File: src/sv/cwu_pkg.sv
// ----------------------------------------------------------------------------
// cwu_pkg
// Shared types and constants for the Reno congestion window unit.
// ----------------------------------------------------------------------------
`default_nettype none

package cwu_pkg;

  localparam int WIN_W = 16;
  localparam int SEQ_W = 32;
  localparam int CFG_IDX_W = 2;
  localparam int CFG_DATA_W = 32;

  localparam logic [WIN_W-1:0] WIN_MAX = {WIN_W{1'b1}};
  localparam logic [WIN_W-1:0] THRESH_RESET = WIN_W'(32);
  localparam logic [WIN_W-1:0] LIMIT_RESET = WIN_W'(20);
  localparam logic [WIN_W-1:0] FAST_ADD = WIN_W'(3);
  localparam logic [1:0] DUP_LIMIT = 2'd3;

  localparam int QUEUE_DEPTH = 2;
  localparam int QPTR_W = $clog2(QUEUE_DEPTH);
  localparam int QCNT_W = $clog2(QUEUE_DEPTH + 1);

  typedef enum logic [1:0] {
    OP_ACK         = 2'd0,
    OP_TIMEOUT     = 2'd1,
    OP_RESEND_DONE = 2'd2,
    OP_RESTART     = 2'd3
  } op_t;

  typedef enum logic [CFG_IDX_W-1:0] {
    CFG_START_ACK   = 2'd0,
    CFG_LAST_PACKET = 2'd1,
    CFG_WIN_LIMIT   = 2'd2
  } cfg_idx_t;

  typedef enum logic [2:0] {
    KIND_NOP         = 3'd0,
    KIND_ACK         = 3'd1,
    KIND_TIMEOUT     = 3'd2,
    KIND_RESEND_DONE = 3'd3,
    KIND_RESTART     = 3'd4
  } kind_t;

  typedef struct packed {
    kind_t             kind;
    logic              is_last;
    logic [SEQ_W-1:0]  ack_number;
    logic [SEQ_W-1:0]  packet_index;
  } cmd_t;

  typedef struct packed {
    logic [SEQ_W-1:0]  window_base;
    logic [WIN_W-1:0]  cong_window;
    logic [WIN_W-1:0]  slow_threshold;
    logic              in_slow_start;
    logic [WIN_W-1:0]  send_window;
    logic              resend_request;
    logic              transfer_done;
  } result_t;

endpackage

`default_nettype wire

File: src/sv/cwu_front.sv
// ----------------------------------------------------------------------------
// cwu_front
// Input stage: accepts events, decodes them into commands for the back end.
// ----------------------------------------------------------------------------
`default_nettype none

module cwu_front (
  input  wire logic                      clk,
  input  wire logic                      rst_n,
  input  wire logic [1:0]                in_operation,
  input  wire logic                      in_ack_valid,
  input  wire logic [cwu_pkg::SEQ_W-1:0] in_ack_number,
  input  wire logic [cwu_pkg::SEQ_W-1:0] in_packet_index,
  input  wire logic                      in_valid,
  output      logic                      in_ready,
  input  wire logic [cwu_pkg::SEQ_W-1:0] last_packet_index,
  output      logic                      cmd_valid,
  output      cwu_pkg::cmd_t             cmd,
  input  wire logic                      cmd_ready
);
  import cwu_pkg::*;

  logic  valid_r;
  cmd_t  cmd_r;
  cmd_t  cmd_nxt;
  logic  accept;

  always_comb begin
    cmd_nxt.ack_number   = in_ack_number;
    cmd_nxt.packet_index = in_packet_index;
    cmd_nxt.is_last      = (in_packet_index == last_packet_index);
    unique case (op_t'(in_operation))
      OP_ACK:         cmd_nxt.kind = in_ack_valid ? KIND_ACK : KIND_NOP;
      OP_TIMEOUT:     cmd_nxt.kind = KIND_TIMEOUT;
      OP_RESEND_DONE: cmd_nxt.kind = KIND_RESEND_DONE;
      OP_RESTART:     cmd_nxt.kind = KIND_RESTART;
      default:        cmd_nxt.kind = KIND_NOP;
    endcase
  end

  assign in_ready  = !valid_r || cmd_ready;
  assign accept    = in_valid && in_ready;
  assign cmd_valid = valid_r;
  assign cmd       = cmd_r;

  always_ff @(posedge clk) begin
    if (!rst_n) begin
      valid_r <= 1'b0;
    end else if (accept) begin
      valid_r <= 1'b1;
    end else if (cmd_ready) begin
      valid_r <= 1'b0;
    end
  end

  always_ff @(posedge clk) begin
    if (accept) begin
      cmd_r <= cmd_nxt;
    end
  end

endmodule

`default_nettype wire

File: src/sv/cwu_queue.sv
// ----------------------------------------------------------------------------
// cwu_queue
// Short command queue between the front and back ends.
// ----------------------------------------------------------------------------
`default_nettype none

module cwu_queue (
  input  wire logic          clk,
  input  wire logic          rst_n,
  input  wire logic          push_valid,
  input  wire cwu_pkg::cmd_t push_data,
  output      logic          push_ready,
  output      logic          pop_valid,
  output      cwu_pkg::cmd_t pop_data,
  input  wire logic          pop_ready
);
  import cwu_pkg::*;

  cmd_t               data_r [QUEUE_DEPTH];
  logic [QPTR_W-1:0]  wr_ptr_r;
  logic [QPTR_W-1:0]  rd_ptr_r;
  logic [QCNT_W-1:0]  count_r;
  logic               push;
  logic               pop;

  assign push_ready = (count_r != QCNT_W'(QUEUE_DEPTH));
  assign pop_valid  = (count_r != '0);
  assign pop_data   = data_r[rd_ptr_r];
  assign push       = push_valid && push_ready;
  assign pop        = pop_valid && pop_ready;

  always_ff @(posedge clk) begin
    if (!rst_n) begin
      wr_ptr_r <= '0;
      rd_ptr_r <= '0;
      count_r  <= '0;
    end else begin
      if (push) begin
        wr_ptr_r <= wr_ptr_r + QPTR_W'(1);
      end
      if (pop) begin
        rd_ptr_r <= rd_ptr_r + QPTR_W'(1);
      end
      if (push && !pop) begin
        count_r <= count_r + QCNT_W'(1);
      end else if (pop && !push) begin
        count_r <= count_r - QCNT_W'(1);
      end
    end
  end

  always_ff @(posedge clk) begin
    if (push) begin
      data_r[wr_ptr_r] <= push_data;
    end
  end

endmodule

`default_nettype wire

File: src/sv/cwu_back.sv
// ----------------------------------------------------------------------------
// cwu_back
// Congestion state and sliding window update, with the result register.
// ----------------------------------------------------------------------------
`default_nettype none

module cwu_back (
  input  wire logic                      clk,
  input  wire logic                      rst_n,
  input  wire logic                      cmd_valid,
  input  wire cwu_pkg::cmd_t             cmd,
  output      logic                      cmd_ready,
  input  wire logic [cwu_pkg::SEQ_W-1:0] start_ack,
  input  wire logic [cwu_pkg::WIN_W-1:0] window_limit,
  output      logic                      res_valid,
  output      cwu_pkg::result_t          res,
  input  wire logic                      res_ready
);
  import cwu_pkg::*;

  logic [WIN_W-1:0] wc_r, wc_nxt;
  logic [WIN_W-1:0] th_r, th_nxt;
  logic             slow_r, slow_nxt;
  logic [WIN_W-1:0] ac_r, ac_nxt;
  logic [1:0]       dc_r, dc_nxt;
  logic [SEQ_W-1:0] latest_r, latest_nxt;
  logic [SEQ_W-1:0] base_r, base_nxt;
  logic             done_r, done_nxt;
  logic             resend_r, resend_nxt;
  logic             res_valid_r;
  result_t          res_r, res_nxt;

  logic             pop;
  logic [SEQ_W:0]   next_ack;
  logic [SEQ_W:0]   ack_wide;
  logic [WIN_W-1:0] wc_inc;
  logic [WIN_W-1:0] ac_inc;
  logic [1:0]       dc_inc;
  logic [WIN_W-1:0] lim;

  assign cmd_ready = !res_valid_r || res_ready;
  assign pop       = cmd_valid && cmd_ready;

  assign next_ack = {1'b0, latest_r} + (SEQ_W+1)'(1);
  assign ack_wide = {1'b0, cmd.ack_number};
  assign wc_inc   = (wc_r == WIN_MAX) ? wc_r : wc_r + WIN_W'(1);
  assign ac_inc   = (ac_r == WIN_MAX) ? ac_r : ac_r + WIN_W'(1);
  assign dc_inc   = dc_r + 2'd1;

  always_comb begin
    wc_nxt     = wc_r;
    th_nxt     = th_r;
    slow_nxt   = slow_r;
    ac_nxt     = ac_r;
    dc_nxt     = dc_r;
    latest_nxt = latest_r;
    base_nxt   = base_r;
    done_nxt   = done_r;
    resend_nxt = resend_r;
    case (cmd.kind)
      KIND_ACK: begin
        if (!done_r) begin
          if (ack_wide == next_ack) begin
            base_nxt   = base_r + SEQ_W'(1);
            latest_nxt = cmd.ack_number;
            dc_nxt     = 2'd0;
            if (cmd.is_last) begin
              done_nxt = 1'b1;
            end else if (slow_r) begin
              wc_nxt = wc_inc;
              if (wc_inc >= th_r) begin
                slow_nxt = 1'b0;
              end
            end else if (ac_inc >= wc_r) begin
              // A full window of acks in avoidance grows the window by one.
              wc_nxt = wc_inc;
              ac_nxt = '0;
            end else begin
              ac_nxt = ac_inc;
            end
          end else if (cmd.ack_number == latest_r) begin
            if (dc_inc == DUP_LIMIT) begin
              // Third duplicate: fast resend with a halved threshold.
              dc_nxt     = 2'd0;
              resend_nxt = 1'b1;
              th_nxt     = wc_r >> 1;
              wc_nxt     = (wc_r >> 1) + FAST_ADD;
              slow_nxt   = 1'b0;
              ac_nxt     = '0;
            end else begin
              dc_nxt = dc_inc;
            end
          end else if (ack_wide > next_ack) begin
            base_nxt   = cmd.packet_index + SEQ_W'(1);
            latest_nxt = cmd.ack_number;
            dc_nxt     = 2'd0;
          end
        end
      end
      KIND_TIMEOUT: begin
        if (!resend_r && !done_r) begin
          dc_nxt     = 2'd0;
          ac_nxt     = '0;
          resend_nxt = 1'b1;
          slow_nxt   = 1'b1;
          th_nxt     = wc_r >> 1;
          wc_nxt     = WIN_W'(1);
        end
      end
      KIND_RESEND_DONE: begin
        resend_nxt = 1'b0;
      end
      KIND_RESTART: begin
        latest_nxt = start_ack;
        base_nxt   = '0;
        done_nxt   = 1'b0;
        resend_nxt = 1'b0;
        dc_nxt     = 2'd0;
        ac_nxt     = '0;
      end
      default: begin
      end
    endcase
  end

  assign lim = (window_limit == '0) ? WIN_W'(1) : window_limit;

  always_comb begin
    res_nxt.window_base    = base_nxt;
    res_nxt.cong_window    = wc_nxt;
    res_nxt.slow_threshold = th_nxt;
    res_nxt.in_slow_start  = slow_nxt;
    res_nxt.send_window    = (lim < wc_nxt) ? lim : wc_nxt;
    res_nxt.resend_request = resend_nxt;
    res_nxt.transfer_done  = done_nxt;
  end

  always_ff @(posedge clk) begin
    if (!rst_n) begin
      wc_r        <= WIN_W'(1);
      th_r        <= THRESH_RESET;
      slow_r      <= 1'b1;
      ac_r        <= '0;
      dc_r        <= 2'd0;
      latest_r    <= '0;
      base_r      <= '0;
      done_r      <= 1'b0;
      resend_r    <= 1'b0;
      res_valid_r <= 1'b0;
    end else begin
      if (pop) begin
        wc_r     <= wc_nxt;
        th_r     <= th_nxt;
        slow_r   <= slow_nxt;
        ac_r     <= ac_nxt;
        dc_r     <= dc_nxt;
        latest_r <= latest_nxt;
        base_r   <= base_nxt;
        done_r   <= done_nxt;
        resend_r <= resend_nxt;
      end
      if (pop) begin
        res_valid_r <= 1'b1;
      end else if (res_ready) begin
        res_valid_r <= 1'b0;
      end
    end
  end

  always_ff @(posedge clk) begin
    if (pop) begin
      res_r <= res_nxt;
    end
  end

  assign res_valid = res_valid_r;
  assign res       = res_r;

endmodule

`default_nettype wire

File: src/sv/reno_congestion_window_unit.sv
// ----------------------------------------------------------------------------
// reno_congestion_window_unit
// Sender-side Reno congestion window and sliding window tracker.
// ----------------------------------------------------------------------------
// One event (ack, retransmit timeout, resend finished, restart) is taken per
// cycle while the output is not stalled, and yields exactly one result
// showing the state after that event. An event passes a decode register, a
// two-entry command queue and the state update with its result register,
// from which the result is presented. Sustained throughput is one item per
// cycle while the output is not held; the queue lets the input keep flowing
// for two more items while the output is held. Configuration writes are
// taken at any time but should only be made while no item is in flight.
`default_nettype none

module reno_congestion_window_unit (
  input  wire logic                           clk,
  input  wire logic                           rst_n,
  input  wire logic                           in_valid,
  output      logic                           in_ready,
  input  wire logic [1:0]                     in_operation,
  input  wire logic                           in_ack_valid,
  input  wire logic [cwu_pkg::SEQ_W-1:0]      in_ack_number,
  input  wire logic [cwu_pkg::SEQ_W-1:0]      in_packet_index,
  output      logic                           out_valid,
  input  wire logic                           out_ready,
  output      logic [cwu_pkg::SEQ_W-1:0]      out_window_base,
  output      logic [cwu_pkg::WIN_W-1:0]      out_cong_window,
  output      logic [cwu_pkg::WIN_W-1:0]      out_slow_threshold,
  output      logic                           out_in_slow_start,
  output      logic [cwu_pkg::WIN_W-1:0]      out_send_window,
  output      logic                           out_resend_request,
  output      logic                           out_transfer_done,
  input  wire logic                           cfg_we,
  input  wire logic [cwu_pkg::CFG_IDX_W-1:0]  cfg_index,
  input  wire logic [cwu_pkg::CFG_DATA_W-1:0] cfg_wdata
);
  import cwu_pkg::*;

  logic [SEQ_W-1:0] start_ack_r;
  logic [SEQ_W-1:0] last_packet_r;
  logic [WIN_W-1:0] win_limit_r;

  logic    front_valid;
  cmd_t    front_cmd;
  logic    front_ready;
  logic    q_valid;
  cmd_t    q_cmd;
  logic    q_ready;
  result_t res;

  always_ff @(posedge clk) begin
    if (!rst_n) begin
      start_ack_r   <= '0;
      last_packet_r <= '0;
      win_limit_r   <= LIMIT_RESET;
    end else if (cfg_we) begin
      unique case (cfg_idx_t'(cfg_index))
        CFG_START_ACK:   start_ack_r   <= cfg_wdata[SEQ_W-1:0];
        CFG_LAST_PACKET: last_packet_r <= cfg_wdata[SEQ_W-1:0];
        CFG_WIN_LIMIT:   win_limit_r   <= cfg_wdata[WIN_W-1:0];
        default: begin
        end
      endcase
    end
  end

  cwu_front u_front (
    .clk               (clk),
    .rst_n             (rst_n),
    .in_operation      (in_operation),
    .in_ack_valid      (in_ack_valid),
    .in_ack_number     (in_ack_number),
    .in_packet_index   (in_packet_index),
    .in_valid          (in_valid),
    .in_ready          (in_ready),
    .last_packet_index (last_packet_r),
    .cmd_valid         (front_valid),
    .cmd               (front_cmd),
    .cmd_ready         (front_ready)
  );

  cwu_queue u_queue (
    .clk        (clk),
    .rst_n      (rst_n),
    .push_valid (front_valid),
    .push_data  (front_cmd),
    .push_ready (front_ready),
    .pop_valid  (q_valid),
    .pop_data   (q_cmd),
    .pop_ready  (q_ready)
  );

  cwu_back u_back (
    .clk          (clk),
    .rst_n        (rst_n),
    .cmd_valid    (q_valid),
    .cmd          (q_cmd),
    .cmd_ready    (q_ready),
    .start_ack    (start_ack_r),
    .window_limit (win_limit_r),
    .res_valid    (out_valid),
    .res          (res),
    .res_ready    (out_ready)
  );

  assign out_window_base    = res.window_base;
  assign out_cong_window    = res.cong_window;
  assign out_slow_threshold = res.slow_threshold;
  assign out_in_slow_start  = res.in_slow_start;
  assign out_send_window    = res.send_window;
  assign out_resend_request = res.resend_request;
  assign out_transfer_done  = res.transfer_done;

endmodule

`default_nettype wire

File: config.mk
export PLATFORM = sky130hd
export DESIGN_NAME = reno_congestion_window_unit
export DESIGN_NICKNAME = d
export VERILOG_FILES = /design/src/sv/cwu_pkg.sv /design/src/sv/cwu_front.sv /design/src/sv/cwu_queue.sv /design/src/sv/cwu_back.sv /design/src/sv/reno_congestion_window_unit.sv
export SDC_FILE = /design/constraint.sdc
export NUM_CORES = 1
export LEC_CHECK = 0
export BUFFER_PORTS_ARGS = -buffer_cell sky130_fd_sc_hd__buf_4
export CAP_MARGIN = 20
export CORE_MARGIN = 2
export CORE_UTILIZATION = 40
export DETAILED_ROUTE_END_ITERATION = 16
export GPL_ROUTABILITY_DRIVEN = 0
export GPL_TIMING_DRIVEN = 0
export REMOVE_ABC_BUFFERS = 1
export SYNTH_ARGS = -nofsm -noshare
export SYNTH_HDL_FRONTEND = slang
export SYNTH_HIERARCHICAL = 1
export SYNTH_SLANG_ARGS = --single-unit
export TNS_END_PERCENT = 30
File: constraint.sdc
create_clock -name clk -period 6.1 [get_ports clk]
set_input_delay 0.305 -clock clk [delete_from_list [all_inputs] [get_ports clk]]
set_output_delay 0.305 -clock clk [all_outputs]
set_load 0.005 [all_outputs]
==> results of run 1 <==
-- per-layer routing --
metal	GRT usage, %	wire length (um)	up-vias
met5	0	0	-
met4	10.1	3350	0
met3	3.15	4480	202
met2	36.2	34200	790
met1	27.9	29300	9595
li1	-	-	9273
-- state kept, by name, indices dropped and copies added (netlist names), named ones only --
name / flops
u_queue/count_r: 2
u_back/resend_r: 1
u_back/ac_r: 16
u_back/th_r: 16
start_ack_r: 32
u_queue/rd_ptr_r: 1
u_back/res: 83
u_back/done_r: 1
u_front/cmd_valid: 1
u_back/base_r: 32
u_back/slow_r: 1
u_back/wc_r: 16
u_queue/wr_ptr_r: 1
u_back/dc_r: 2
u_front/cmd: 68
u_back/latest_r: 32
u_back/res_valid: 1
u_queue/data_r: 136
win_limit_r: 16
last_packet_r: 32
-- synthesized netlist by cell type (all sizes together) (11+ instances only) --
| library cell | n | share of area (%) |
|---|---|---|
| a211oi | 23 | 0.71 |
| a21o | 17 | 0.51 |
| a21oi | 116 | 2.3 |
| a221oi | 12 | 0.42 |
| a22oi | 12 | 0.36 |
| a311oi | 34 | 1.2 |
| a31oi | 22 | 0.55 |
| and2 | 23 | 0.57 |
| and3 | 31 | 0.79 |
| and4 | 14 | 0.49 |
| buf | 40 | 1.2 |
| clkbuf | 109 | 1.6 |
| dfxtp | 204 | 16 |
| edfxtp | 287 | 34 |
| ha | 90 | 4.5 |
| inv | 84 | 1.3 |
| mux2 | 87 | 4.2 |
| mux2i | 101 | 4.0 |
| nand2 | 306 | 4.6 |
| nand2b | 13 | 0.35 |
| nand3 | 86 | 1.7 |
| nand4 | 44 | 1.1 |
| nor2 | 145 | 2.2 |
| nor3 | 39 | 0.82 |
| nor4 | 35 | 0.93 |
| o211ai | 15 | 0.45 |
| o21ai | 125 | 2.5 |
| or3 | 11 | 0.27 |
| xnor2 | 62 | 2.2 |
| xor2 | 108 | 3.8 |
-- critical path, cell delays in order (launching register included) --
cell and delay, ps:
dfxtp_4 390, ha_2 220, nand4_1 180, buf_4 210, nor4_1 590, nand3_1 200
xor2_1 180, ha_1 320, nand4_1 200, nor4_4 300, buf_6 170, nand3_4 140
or4_4 500, buf_4 160, nor2_1 210, a211oi_1 150, a211oi_2 370, ha_1 320
a21o_1 180, a21o_1 180, a21oi_4 160, and4_4 290, nor2_4 50, buf_12 140
mux2_4 300
-- cell type report --
class                   instances  area share, %
clock inverters                34           1.29
flip-flops and latches        491           41.2
multi-input cells            1678           38.4
well taps                     837           3.38
repair buffers                348           10.1
clock buffers                  66           4.57
inverters                      86           1.07
-- power groups by stage --
| stage | logic (uW) | clock network (uW) | registers, uW |
|---|---|---|---|
| finish | 3810 | 3340 | 4560 |
| detailed placement | 3570 | 0 | 4620 |
| floorplan | 2150 | 0 | 4600 |
| global placement | 3360 | 0 | 4710 |
| CTS | 3720 | 3420 | 4560 |
| global route | 4160 | 3530 | 4630 |
-- timing repair --
item / CTS / global route
cloned: 1 / 0
setup endpoints to repair: 177 / 17
hold buffers: 78 / 0
hold endpoints to repair: 90 / 0
resized for setup: 112 / 39
setup buffers: 36 / 21
pin swaps: 35 / 30
-- cells by family (layout without fill, tap and decap cells) --
logic type	count (synthesis)	count (layout)	synth area share (%)
fa+ha+maj	90	90	4.50
compound gates	446	446	11.4
xor+xnor	170	170	5.95
simple gates	783	784	15.0
buf+inv	235	534	4.16
mux	188	188	8.27
flops	491	491	50.7
-- worst min-delay path by stage --
stage | endpoint | slack (ps)
finish | last_packet_r[22]$_SDFFE_PN0P_ | 40
global route | u_front/cmd[67]$_DFFE_PP_ | 10
CTS | u_front/cmd[67]$_DFFE_PP_ | 10
detailed placement | u_queue/data_r[1][44]$_DFFE_PP_ | 430
global placement | u_queue/data_r[0][20]$_DFFE_PP_ | 420
floorplan | u_back/slow_r$_SDFFE_PN1P_ | 380
-- stage by stage --
stage	worst slack, ps	power [uW]	instance area (um^2)
final	-247	11700	31000
after global routing	-490	12300	31000
after CTS	-159	11700	30700
after detailed placement	-2920	8190	27300
after global placement	-7500	8070	26800
after floorplan	-2260	6750	24300
==> run summary, run 1 <==
STATUS
-----------------------------------------------------------------------------------------------
Status ........................................................................... finished with violations
Violations in the final reports .................................................. setup timing

FINISH
-----------------------------------------------------------------------------------------------
Most used cells in the layout excluding fill and tap cells ....................... 302 x nand2_1, 287 x edfxtp_1, 242 x buf_4, 184 x dfxtp_1, 137 x nor2_1
Fillers ..........................................................................         5426
Area Growth Syn to Fin ...........................................................        23.7%
Area taken by multi-input logic gates ............................................  0.0119 mm^2
Share of layout cells above drive strength 1 .....................................        21.5%
Utilization after layout .........................................................        50.1%
Post-layout nets .................................................................         2854
FF/Latch Area ....................................................................  0.0128 mm^2
Leading cell type in the layout, fill and taps excluded ..........................      nand2_1
Layout Cells excl Fill ...........................................................         3540
Antenna fix cells ................................................................            0

STA
-----------------------------------------------------------------------------------------------
Smallest hold slack ..............................................................      38.9 ps
Unrepaired setup endpoints after global routing ..................................          yes
Timing-limited maximum frequency .................................................      158 MHz
Setup WS post-layout .............................................................      -247 ps
Final worst path period need .....................................................      6350 ps
Pins over their slew limit .......................................................            0
Tightest slew margin relative to the limit .......................................        35.3%
Transition time of the tightest slew-check pin ...................................       965 ps
Number of hold violations in the final report ....................................            0
Setup clock skew after layout ....................................................      19.9 ps
Share of the clock period used by the worst path .................................         104%
Final total negative setup slack .................................................     -2640 ps
Number of setup violations in the final report ...................................           16

PWR
-----------------------------------------------------------------------------------------------
Power density normalized to cell area ............................................  378 mW/mm^2
Fraction of power consumed by combinational cells ................................        32.5%
Reported net switching power .....................................................      3980 uW
Total leakage power ..............................................................    0.0118 uW
Worst IR drop on VDD .............................................................       255 uV
Share of total power consumed by net switching ...................................        34.0%
Sequential share of power ........................................................        39.0%
Pint .............................................................................      7720 uW
Clock power share ................................................................        28.5%

SETUP PATH
-----------------------------------------------------------------------------------------------
Reg-to-Reg End ................................................................... u_back/res[13]$_DFFE_PP_
Reg-to-Reg Start ................................................................. u_back/latest_r[0]$_SDFFE_PN0P_
Crit path max fanout .............................................................            8
Worst EP required ................................................................      6460 ps
Startpoint kind of the worst setup timing path ...................................    flip-flop
Crit path capture type ...........................................................    flip-flop
Worst Reg2Reg Path Length in Cells ...............................................           24
Worst Path Class, Setup .......................................................... flip-flop to flip-flop
End point of the critical path ................................................... u_back/res[13]$_DFFE_PP_
Launch point of the worst path ................................................... u_back/latest_r[0]$_SDFFE_PN0P_
Arr. time, crit path .............................................................      6710 ps
Slack of the worst reg-to-reg path ...............................................      -250 ps

DIE
-----------------------------------------------------------------------------------------------
Initial cell density of the core .................................................        40.5%
Chip Width .......................................................................       254 um
Standard-cell row count ..........................................................           91
Die Y ............................................................................       254 um
Total I/O pin count ..............................................................          191
DIE AREA .........................................................................  0.0646 mm^2
Core area ........................................................................  0.0618 mm^2

ROUTING
-----------------------------------------------------------------------------------------------
1st-pass router iterations .......................................................            8
Detailed router's first-iteration violation count ................................         1571
Per-cell routed wire length ......................................................      20.2 um
Total via count after detailed routing ...........................................        19860
Residual DRC .....................................................................            0
Number of antenna-violating nets in the routed design ............................            0
Sum of routed wire length over all layers ........................................      71.4 mm
DR vias/cell .....................................................................         5.61

WORST HOLD PATH
-----------------------------------------------------------------------------------------------
Path class of the lowest-slack min-delay path .................................... input port to flip-flop
Beginning of the worst hold path ................................................. cfg_wdata[22]
Depth of the worst hold-timing path ..............................................            3

CLOCKING
-----------------------------------------------------------------------------------------------
Clock sinks ......................................................................          491
Clock tree from TritonCTS ........................................................         done
H-tree depth reported by CTS .....................................................            2
Clock insertion delay at the later pin of the skew report ........................       620 ps
Clock tree root buffer cell ......................................................    clkbuf_16
Clock buffer depth ...............................................................            3
Number of buffers created by CTS .................................................           53
Clock input transition at the sequential cells of the worst setup and hold paths .        60 ps

PLACEMENT
-----------------------------------------------------------------------------------------------
Post-detailed-placement half-perimeter wirelength ................................      50.2 mm
Cell count after placement .......................................................         3305
Quantity of I/O buffers inserted on ports ........................................          190

GRT
-----------------------------------------------------------------------------------------------
First-pass GRT wire length .......................................................       109 mm
GR Overflow Total ................................................................            0
Via count of the first global-routing pass .......................................        19136
Antenna violations before repair .................................................            1
Overall track demand over capacity in global routing .............................        21.7%
Maximum number of pins on one net before global-route repair .....................          125

SYNTH
-----------------------------------------------------------------------------------------------
Per-instance average area after synthesis ........................................    10.4 um^2
Synth async-reset ratio ..........................................................           0%
Post-synth top flop ..............................................................     edfxtp_1
Sequential element share of the synthesized area .................................        50.7%
Yosys warning total ..............................................................            6
Netlist area before placement ....................................................  0.0250 mm^2
Post-synth EDFFs .................................................................          287
Post-synthesis cell type count ...................................................           92
Gate Count Post-Synth ............................................................         2403
Seq cells post-synth .............................................................          491

JOB
-----------------------------------------------------------------------------------------------
Max_cap viols ....................................................................            0

Power figures use the tool's default switching activity.
==> run 2: changes to the inputs <==
- SYNTH_HIERARCHICAL: 1 -> default
==> run 2 against run 1 <==
  * Global-route usage is 0.38 points higher
  * The run now ends clean
  * Hold slack improved by 5.8 ps
  * Synthesized area is 0.30% higher
  * Largest power group unchanged
  * Setup slack improved by 390 ps
  * Combinational power rose by 2%
  * Largest cell class unchanged
  * Critical path depth increased by 4
==> run summary, run 2 <==
STATUS
-----------------------------------------------------------------------------------------------
Status ........................................................................... complete, no violations

FINISH
-----------------------------------------------------------------------------------------------
Most used cells in the layout excluding fill and tap cells ....................... 336 x nand2_1, 287 x edfxtp_1, 231 x buf_4, 191 x a21oi_1, 191 x dfxtp_1
Area Growth Syn to Fin ...........................................................        23.4%
Leading cell type in the layout, fill and taps excluded ..........................      nand2_1
Fillers ..........................................................................         5514
Share of layout cells above drive strength 1 .....................................        17.7%
Post-layout nets .................................................................         2956
Largest register by flop count ................................................... u_queue.data_r
Layout Cells excl Fill ...........................................................         3641
Area taken by multi-input logic gates ............................................  0.0119 mm^2
Antenna fix cells ................................................................            0
FF/Latch Area ....................................................................  0.0127 mm^2
Number of flip-flops under the largest register name .............................          136
Total non-filler cell area in the finished layout ................................  0.0310 mm^2

STA
-----------------------------------------------------------------------------------------------
Timing-limited maximum frequency .................................................      168 MHz
Final worst path period need .....................................................      5960 ps
Number of setup violations in the final report ...................................            0
Final total negative setup slack .................................................         0 ps
Share of the clock period used by the worst path .................................        97.7%
Pins over their slew limit .......................................................            0
Transition time of the tightest slew-check pin ...................................      1070 ps
Tightest slew margin relative to the limit .......................................        28.9%
Setup clock skew after layout ....................................................      18.7 ps
Number of hold violations in the final report ....................................            0

JOB
-----------------------------------------------------------------------------------------------
Max_cap viols ....................................................................            0

PLACEMENT
-----------------------------------------------------------------------------------------------
Cell count after placement .......................................................         3400
Post-detailed-placement half-perimeter wirelength ................................      51.3 mm
Quantity of I/O buffers inserted on ports ........................................          190
Area after detailed placement ....................................................  0.0273 mm^2

SYNTH
-----------------------------------------------------------------------------------------------
Per-instance average area after synthesis ........................................    9.99 um^2
Post-synthesis cell type count ...................................................           93
Post-synth top flop ..............................................................     edfxtp_1
Ranking of synthesized cells by instance count ................................... 341 x nand2_1, 287 x edfxtp_1, 204 x dfxtp_1
Yosys warning total ..............................................................            0
Most common cell in the synthesized netlist ......................................      nand2_1
Share of Yosys cell area claimed by the top area cell type .......................        34.3%
Gate Count Post-Synth ............................................................         2514
Post-synth EDFFs .................................................................          287
Seq cells post-synth .............................................................          491
Cell accounting for the most synthesized area ....................................     edfxtp_1
Sequential element share of the synthesized area .................................        50.6%
Synth async-reset ratio ..........................................................           0%
Synth area leaders ............................................................... edfxtp_1 34%, dfxtp_1 16%, nand2_1 5.1%
Netlist area before placement ....................................................  0.0251 mm^2

SETUP PATH
-----------------------------------------------------------------------------------------------
CP max stage delay ...............................................................       420 ps
Worst path slowest cell ..........................................................       nor4_4
Worst Path Class, Setup .......................................................... flip-flop to flip-flop
Reg-to-Reg Start ................................................................. u_back.ac_r[5]$_SDFFE_PN0P_
Worst EP required ................................................................      6450 ps
Arr. time, crit path .............................................................      6310 ps
Worst Reg2Reg Path Length in Cells ...............................................           28
Startpoint kind of the worst setup timing path ...................................    flip-flop
Crit path capture type ...........................................................    flip-flop
Crit path max fanout .............................................................            8
Slack of the worst reg-to-reg path ...............................................       140 ps
Reg-to-Reg End ................................................................... u_back.res[7]$_DFFE_PP_

ROUTING
-----------------------------------------------------------------------------------------------
Detailed router's first-iteration violation count ................................         1753
Number of antenna-violating nets in the routed design ............................            0
Sum of routed wire length over all layers ........................................      73.1 mm
Residual DRC .....................................................................            0
1st-pass router iterations .......................................................            8
Per-cell routed wire length ......................................................      20.1 um
DR vias/cell .....................................................................         5.61
Total via count after detailed routing ...........................................        20410

PWR
-----------------------------------------------------------------------------------------------
Fraction of power consumed by combinational cells ................................        33.0%
Reported net switching power .....................................................      4050 uW
Worst IR drop on VDD .............................................................       226 uV
Clock power share ................................................................        28.8%
Total power consumption of the routed design .....................................     11800 uW
Total leakage power ..............................................................    0.0114 uW
Power density normalized to cell area ............................................  380 mW/mm^2
Share of total power consumed by net switching ...................................        34.4%
Pint .............................................................................      7720 uW
Sequential share of power ........................................................        38.2%

CLOCKING
-----------------------------------------------------------------------------------------------
Clock sinks ......................................................................          491
Clock tree root buffer cell ......................................................    clkbuf_16
Clock tree from TritonCTS ........................................................         done
Clock insertion delay at the later pin of the skew report ........................       620 ps
Number of buffers created by CTS .................................................           52
H-tree depth reported by CTS .....................................................            2
Clock input transition at the sequential cells of the worst setup and hold paths .        60 ps
Clock buffer depth ...............................................................            3

GRT
-----------------------------------------------------------------------------------------------
Overall track demand over capacity in global routing .............................        22.1%
Via count of the first global-routing pass .......................................        19561
GR Overflow Total ................................................................            0
Antenna violations before repair .................................................            5
First-pass GRT wire length .......................................................       112 mm
Maximum number of pins on one net before global-route repair .....................          114

WORST HOLD PATH
-----------------------------------------------------------------------------------------------
Depth of the worst hold-timing path ..............................................            4
Beginning of the worst hold path .................................................    out_ready
Path class of the lowest-slack min-delay path .................................... input port to flip-flop
Worst min-delay path endpoint .................................................... u_back.res_valid$_SDFFE_PN0P_

DIE
-----------------------------------------------------------------------------------------------
Die Y ............................................................................       255 um
Initial cell density of the core .................................................        40.5%
Total I/O pin count ..............................................................          191
Core area ........................................................................  0.0619 mm^2
Chip Width .......................................................................       255 um
DIE AREA .........................................................................  0.0648 mm^2
Standard-cell row count ..........................................................           91

[run 2: changes by cell type in the layout (fill, tap and decap cells not counted), sizes merged, moves of 14 or more]
cell         delta
a21oi          +84
mux2i          -47
o21ai          +42
mux2           -41
nand2          +36
a311oi         -34
o2111ai        +33
nand2b         +25
nor2           -25
nand3          +21
dlygate4sd3    +20
buf            -17
and3           -14
[run 2: cells by family (layout without fill, tap and decap cells)]
kind of cell	count (synthesis)	in the layout	share of synthesized area [%]
flops	491	491	50.6
fa+ha+maj	90	90	4.48
mux	100	100	4.39
buf+inv	237	527	3.83
xor+xnor	178	178	6.21
simple gates	849	849	16.3
compound gates	569	569	14.2
[run 2: layout make-up]
| cell class | instances | area share [%] |
|---|---|---|
| Multi-Input combinational cell | 1786 | 38.4 |
| Clock buffer | 62 | 4.42 |
| Timing Repair Buffer | 351 | 10.2 |
| Inverter | 78 | 0.977 |
| Sequential cell | 491 | 41.1 |
| Clock inverter | 36 | 1.53 |
| Tap cell | 837 | 3.38 |
[run 2: worst max path at each step]
stage	slack [ps]	startpoint	to
5_1_grt	-100	u_back.latest_r[13]$_SDFFE_PN0P_	u_back.res[12]$_DFFE_PP_
6_report	140	u_back.ac_r[5]$_SDFFE_PN0P_	u_back.res[7]$_DFFE_PP_
4_1_cts	3	u_back.latest_r[1]$_SDFFE_PN0P_	u_back.res[7]$_DFFE_PP_
3_3_place_gp	-5970	flip-flop	u_back.res[7]$_DFFE_PP_
2_1_floorplan	-1910	flip-flop	u_back.res[10]$_DFFE_PP_
3_5_place_dp	-2750	u_back.latest_r[2]$_SDFFE_PN0P_	u_back.res[7]$_DFFE_PP_
[run 2: stage by stage]
step           util (%)  setup slack (ps)  hold WS [ps]
4_1_cts            49.4              3.15          24.3
6_report           50.0               142          44.6
3_3_place_gp       43.5             -5970           424
3_5_place_dp       44.1             -2750           430
2_1_floorplan         -             -1910           377
5_1_grt            50.0              -100          43.6
[run 2: power groups by stage]
stage          Combinational (uW)  Clock [uW]  Sequential [uW]
4_1_cts                      3760        3460             4500
2_1_floorplan                2120           0             4560
3_3_place_gp                 3340           0             4680
3_5_place_dp                 3540           0             4570
6_report                     3880        3390             4500
5_1_grt                      4220        3590             4560
[run 2: critical path, delay by kind of cell, from the launching register on]
| family | cells | cell delay (ps) |
|---|---|---|
| compound gates | 12 | 2240 |
| buf+inv | 2 | 310 |
| simple gates | 11 | 1870 |
| flops | 1 | 370 |
| fa+ha+maj | 2 | 560 |
| mux | 1 | 300 |
[run 2: metal layers]
layer | share of wire (%) | global-route usage (%) | vias up
met2 | 48 | 37.0 | 792
met3 | 6.7 | 3.88 | 184
met1 | 41 | 28.3 | 9795
met4 | 4.0 | 9.04 | 8
met5 | 0.078 | 0 | -
li1 | - | - | 9631
[run 2: what timing repair did]
item,in CTS,in global routing
buffers inserted,24,19
hold buffers,98,0
endpoints found under the setup margin,68,16
cloned,0,0
gates resized for setup,44,50
endpoints found under the hold margin,145,0
pin swaps,14,24
==> run 3: changes to the inputs <==
- CTS_BUF_LIST: default -> sky130_fd_sc_hd__clkbuf_16
==> run 3 against run 2 <==
  * Sequential cell count unchanged
  * Count of clock-buffer cells in the layout down 9
  * Global-route usage unchanged
  * First-iteration DRC count down 0.74%
  * Via count about the same
  * Combinational power about the same
  * Register-to-register slack about the same
  * Hold slack better by 1.2 ps
  * Routed wire length about the same
  * Final cell count unchanged
  * Sequential power about the same
  * Fmax about the same
==> run summary, run 3 (synthesized netlist as in run 2, its figures left out) <==
STA
-----------------------------------------------------------------------------------------------
Smallest hold slack ..............................................................      45.8 ps
Transition time of the tightest slew-check pin ...................................      1070 ps
Pins over their slew limit .......................................................            0
Number of setup violations in the final report ...................................            0
Share of the clock period used by the worst path .................................        97.6%
Timing-limited maximum frequency .................................................      168 MHz
Setup WS post-layout .............................................................       145 ps
Final worst path period need .....................................................      5950 ps
Tightest slew margin relative to the limit .......................................        28.8%
Setup clock skew after layout ....................................................      22.8 ps
Final total negative setup slack .................................................         0 ps
Number of hold violations in the final report ....................................            0

DIE
-----------------------------------------------------------------------------------------------
DIE AREA .........................................................................  0.0648 mm^2
Total I/O pin count ..............................................................          191
Core area ........................................................................  0.0619 mm^2
Die Y ............................................................................       255 um
Standard-cell row count ..........................................................           91
Chip Width .......................................................................       255 um
Initial cell density of the core .................................................        40.5%

PLACEMENT
-----------------------------------------------------------------------------------------------
Quantity of I/O buffers inserted on ports ........................................          190
Post-detailed-placement half-perimeter wirelength ................................      51.3 mm
Post-Place Worst Slack ...........................................................     -2750 ps

SETUP PATH
-----------------------------------------------------------------------------------------------
Launch point of the worst path ................................................... u_back.ac_r[6]$_SDFFE_PN0P_
Arr. time, crit path .............................................................      6300 ps
Crit path capture type ...........................................................    flip-flop
Reg-to-Reg Start ................................................................. u_back.ac_r[6]$_SDFFE_PN0P_
Worst Path Class, Setup .......................................................... flip-flop to flip-flop
Startpoint kind of the worst setup timing path ...................................    flip-flop
Worst EP required ................................................................      6450 ps
Crit path max fanout .............................................................            8
Worst path slowest cell ..........................................................       nor4_4
CP max stage delay ...............................................................       420 ps

PWR
-----------------------------------------------------------------------------------------------
Total leakage power ..............................................................    0.0115 uW
Worst IR drop on VDD .............................................................       226 uV
Sequential share of power ........................................................        38.3%
Fraction of power consumed by combinational cells ................................        33.1%
Pint .............................................................................      7700 uW
Power density normalized to cell area ............................................  380 mW/mm^2
Clock power share ................................................................        28.6%
Reported net switching power .....................................................      4060 uW
Share of total power consumed by net switching ...................................        34.5%

ROUTING
-----------------------------------------------------------------------------------------------
DR vias/cell .....................................................................         5.60
1st-pass router iterations .......................................................            8
Sum of routed wire length over all layers ........................................      73.2 mm
Number of antenna-violating nets in the routed design ............................            0
Total via count after detailed routing ...........................................        20403
Per-cell routed wire length ......................................................      20.1 um
Detailed router's first-iteration violation count ................................         1740
Residual DRC .....................................................................            0

GRT
-----------------------------------------------------------------------------------------------
GR Overflow Total ................................................................            0
Maximum number of pins on one net before global-route repair .....................          114
Antenna violations before repair .................................................            5
Overall track demand over capacity in global routing .............................        22.1%
Via count of the first global-routing pass .......................................        19559
First-pass GRT wire length .......................................................       112 mm

STATUS
-----------------------------------------------------------------------------------------------
Status ........................................................................... complete, no violations

CLOCKING
-----------------------------------------------------------------------------------------------
Clock input transition at the sequential cells of the worst setup and hold paths .        60 ps
Clock buffer depth ...............................................................            3
H-tree depth reported by CTS .....................................................            2
Clock tree from TritonCTS ........................................................         done
Clock sinks ......................................................................          491
Number of buffers created by CTS .................................................           52
Clock insertion delay at the later pin of the skew report ........................       620 ps
Clock tree root buffer cell ......................................................    clkbuf_16

JOB
-----------------------------------------------------------------------------------------------
Max_cap viols ....................................................................            0

FINISH
-----------------------------------------------------------------------------------------------
Share of layout cells above drive strength 1 .....................................        17.7%
Post-layout nets .................................................................         2956
Leading cell type in the layout, fill and taps excluded ..........................      nand2_1
Most used cells in the layout excluding fill and tap cells ....................... 336 x nand2_1, 287 x edfxtp_1, 231 x buf_4, 191 x a21oi_1, 191 x dfxtp_1
Largest register by flop count ................................................... u_queue.data_r
Area Growth Syn to Fin ...........................................................        23.3%
Antenna fix cells ................................................................            0
Number of flip-flops under the largest register name .............................          136

WORST HOLD PATH
-----------------------------------------------------------------------------------------------
Beginning of the worst hold path .................................................    out_ready
Path class of the lowest-slack min-delay path .................................... input port to flip-flop

run 3: cell types whose count changed in the layout (fill, tap and decap cells not counted):
cell      delta
clkbuf_1     -8
clkinv_1     +1
clkbuf_8     -1
inv_1        +8
run 3: path summary, 6_finish.rpt:
check / cells after the start / endpoint / slack, ps
setup reg to reg: 28 / u_back.res[7]$_DFFE_PP_ / 150
hold reg to reg: 0 / u_queue.data_r[1][50]$_DFFE_PP_ / 440
hold / removal: 4 / u_back.res_valid$_SDFFE_PN0P_ / 50
setup / recovery: 28 / u_back.res[7]$_DFFE_PP_ / 150
run 3: power groups by stage:
stage / clock network (uW) / registers (uW) / logic (uW)
2_1_floorplan: 0 / 4560 / 2120
3_3_place_gp: 0 / 4680 / 3340
3_5_place_dp: 0 / 4570 / 3540
4_1_cts: 3440 / 4500 / 3760
5_1_grt: 3560 / 4560 / 4220
6_report: 3370 / 4500 / 3890
run 3: critical path: cells and delay by family (launching register included):
family | cells | cell delay [ps]
AO/OA/AOI/OAI | 12 | 2240
AND/OR/NAND/NOR | 11 | 1880
adder cells (fa/ha/maj) | 2 | 560
flip-flops | 1 | 370
buffers and inverters | 2 | 310
multiplexers | 1 | 300
run 3: timing repair:
item,in CTS,in global routing
pin swaps,14,24
hold buffers,98,0
endpoints found under the setup margin,68,16
hold endpoints to repair,145,0
gates resized for setup,44,50
buffers inserted,24,19
gates cloned,0,0
run 3: area by class of cell:
cell class	count	area, um^2
fillers	5515	31000
flip-flops and latches	491	12700
multi-input cells	1786	11900
repair buffers	351	3160
clock buffers	53	1330
well taps	837	1050
clock inverters	45	509
inverters	78	303
run 3: per-layer routing:
metal  vias to the layer above  track usage [%]  share of wire (%)
met1                      9795             28.3                 42
met5                         -                0              0.078
li1                       9633                -                  -
met3                       199             3.88                6.5
met4                         8             9.04                4.2
met2                       768             37.0                 48
run 3: stage by stage:
| stage | power [uW] | util [%] | instances | cell area, um^2 |
|---|---|---|---|---|
| floorplan | 6680 | - | 2355 | 24400 |
| global placement | 8030 | 43.5 | 3382 | 26900 |
| detailed placement | 8100 | 44.1 | 3400 | 27300 |
| CTS | 11700 | 49.4 | 3620 | 30600 |
| global route | 12300 | 50.0 | 3641 | 31000 |
| finish | 11800 | 50.0 | 3641 | 31000 |
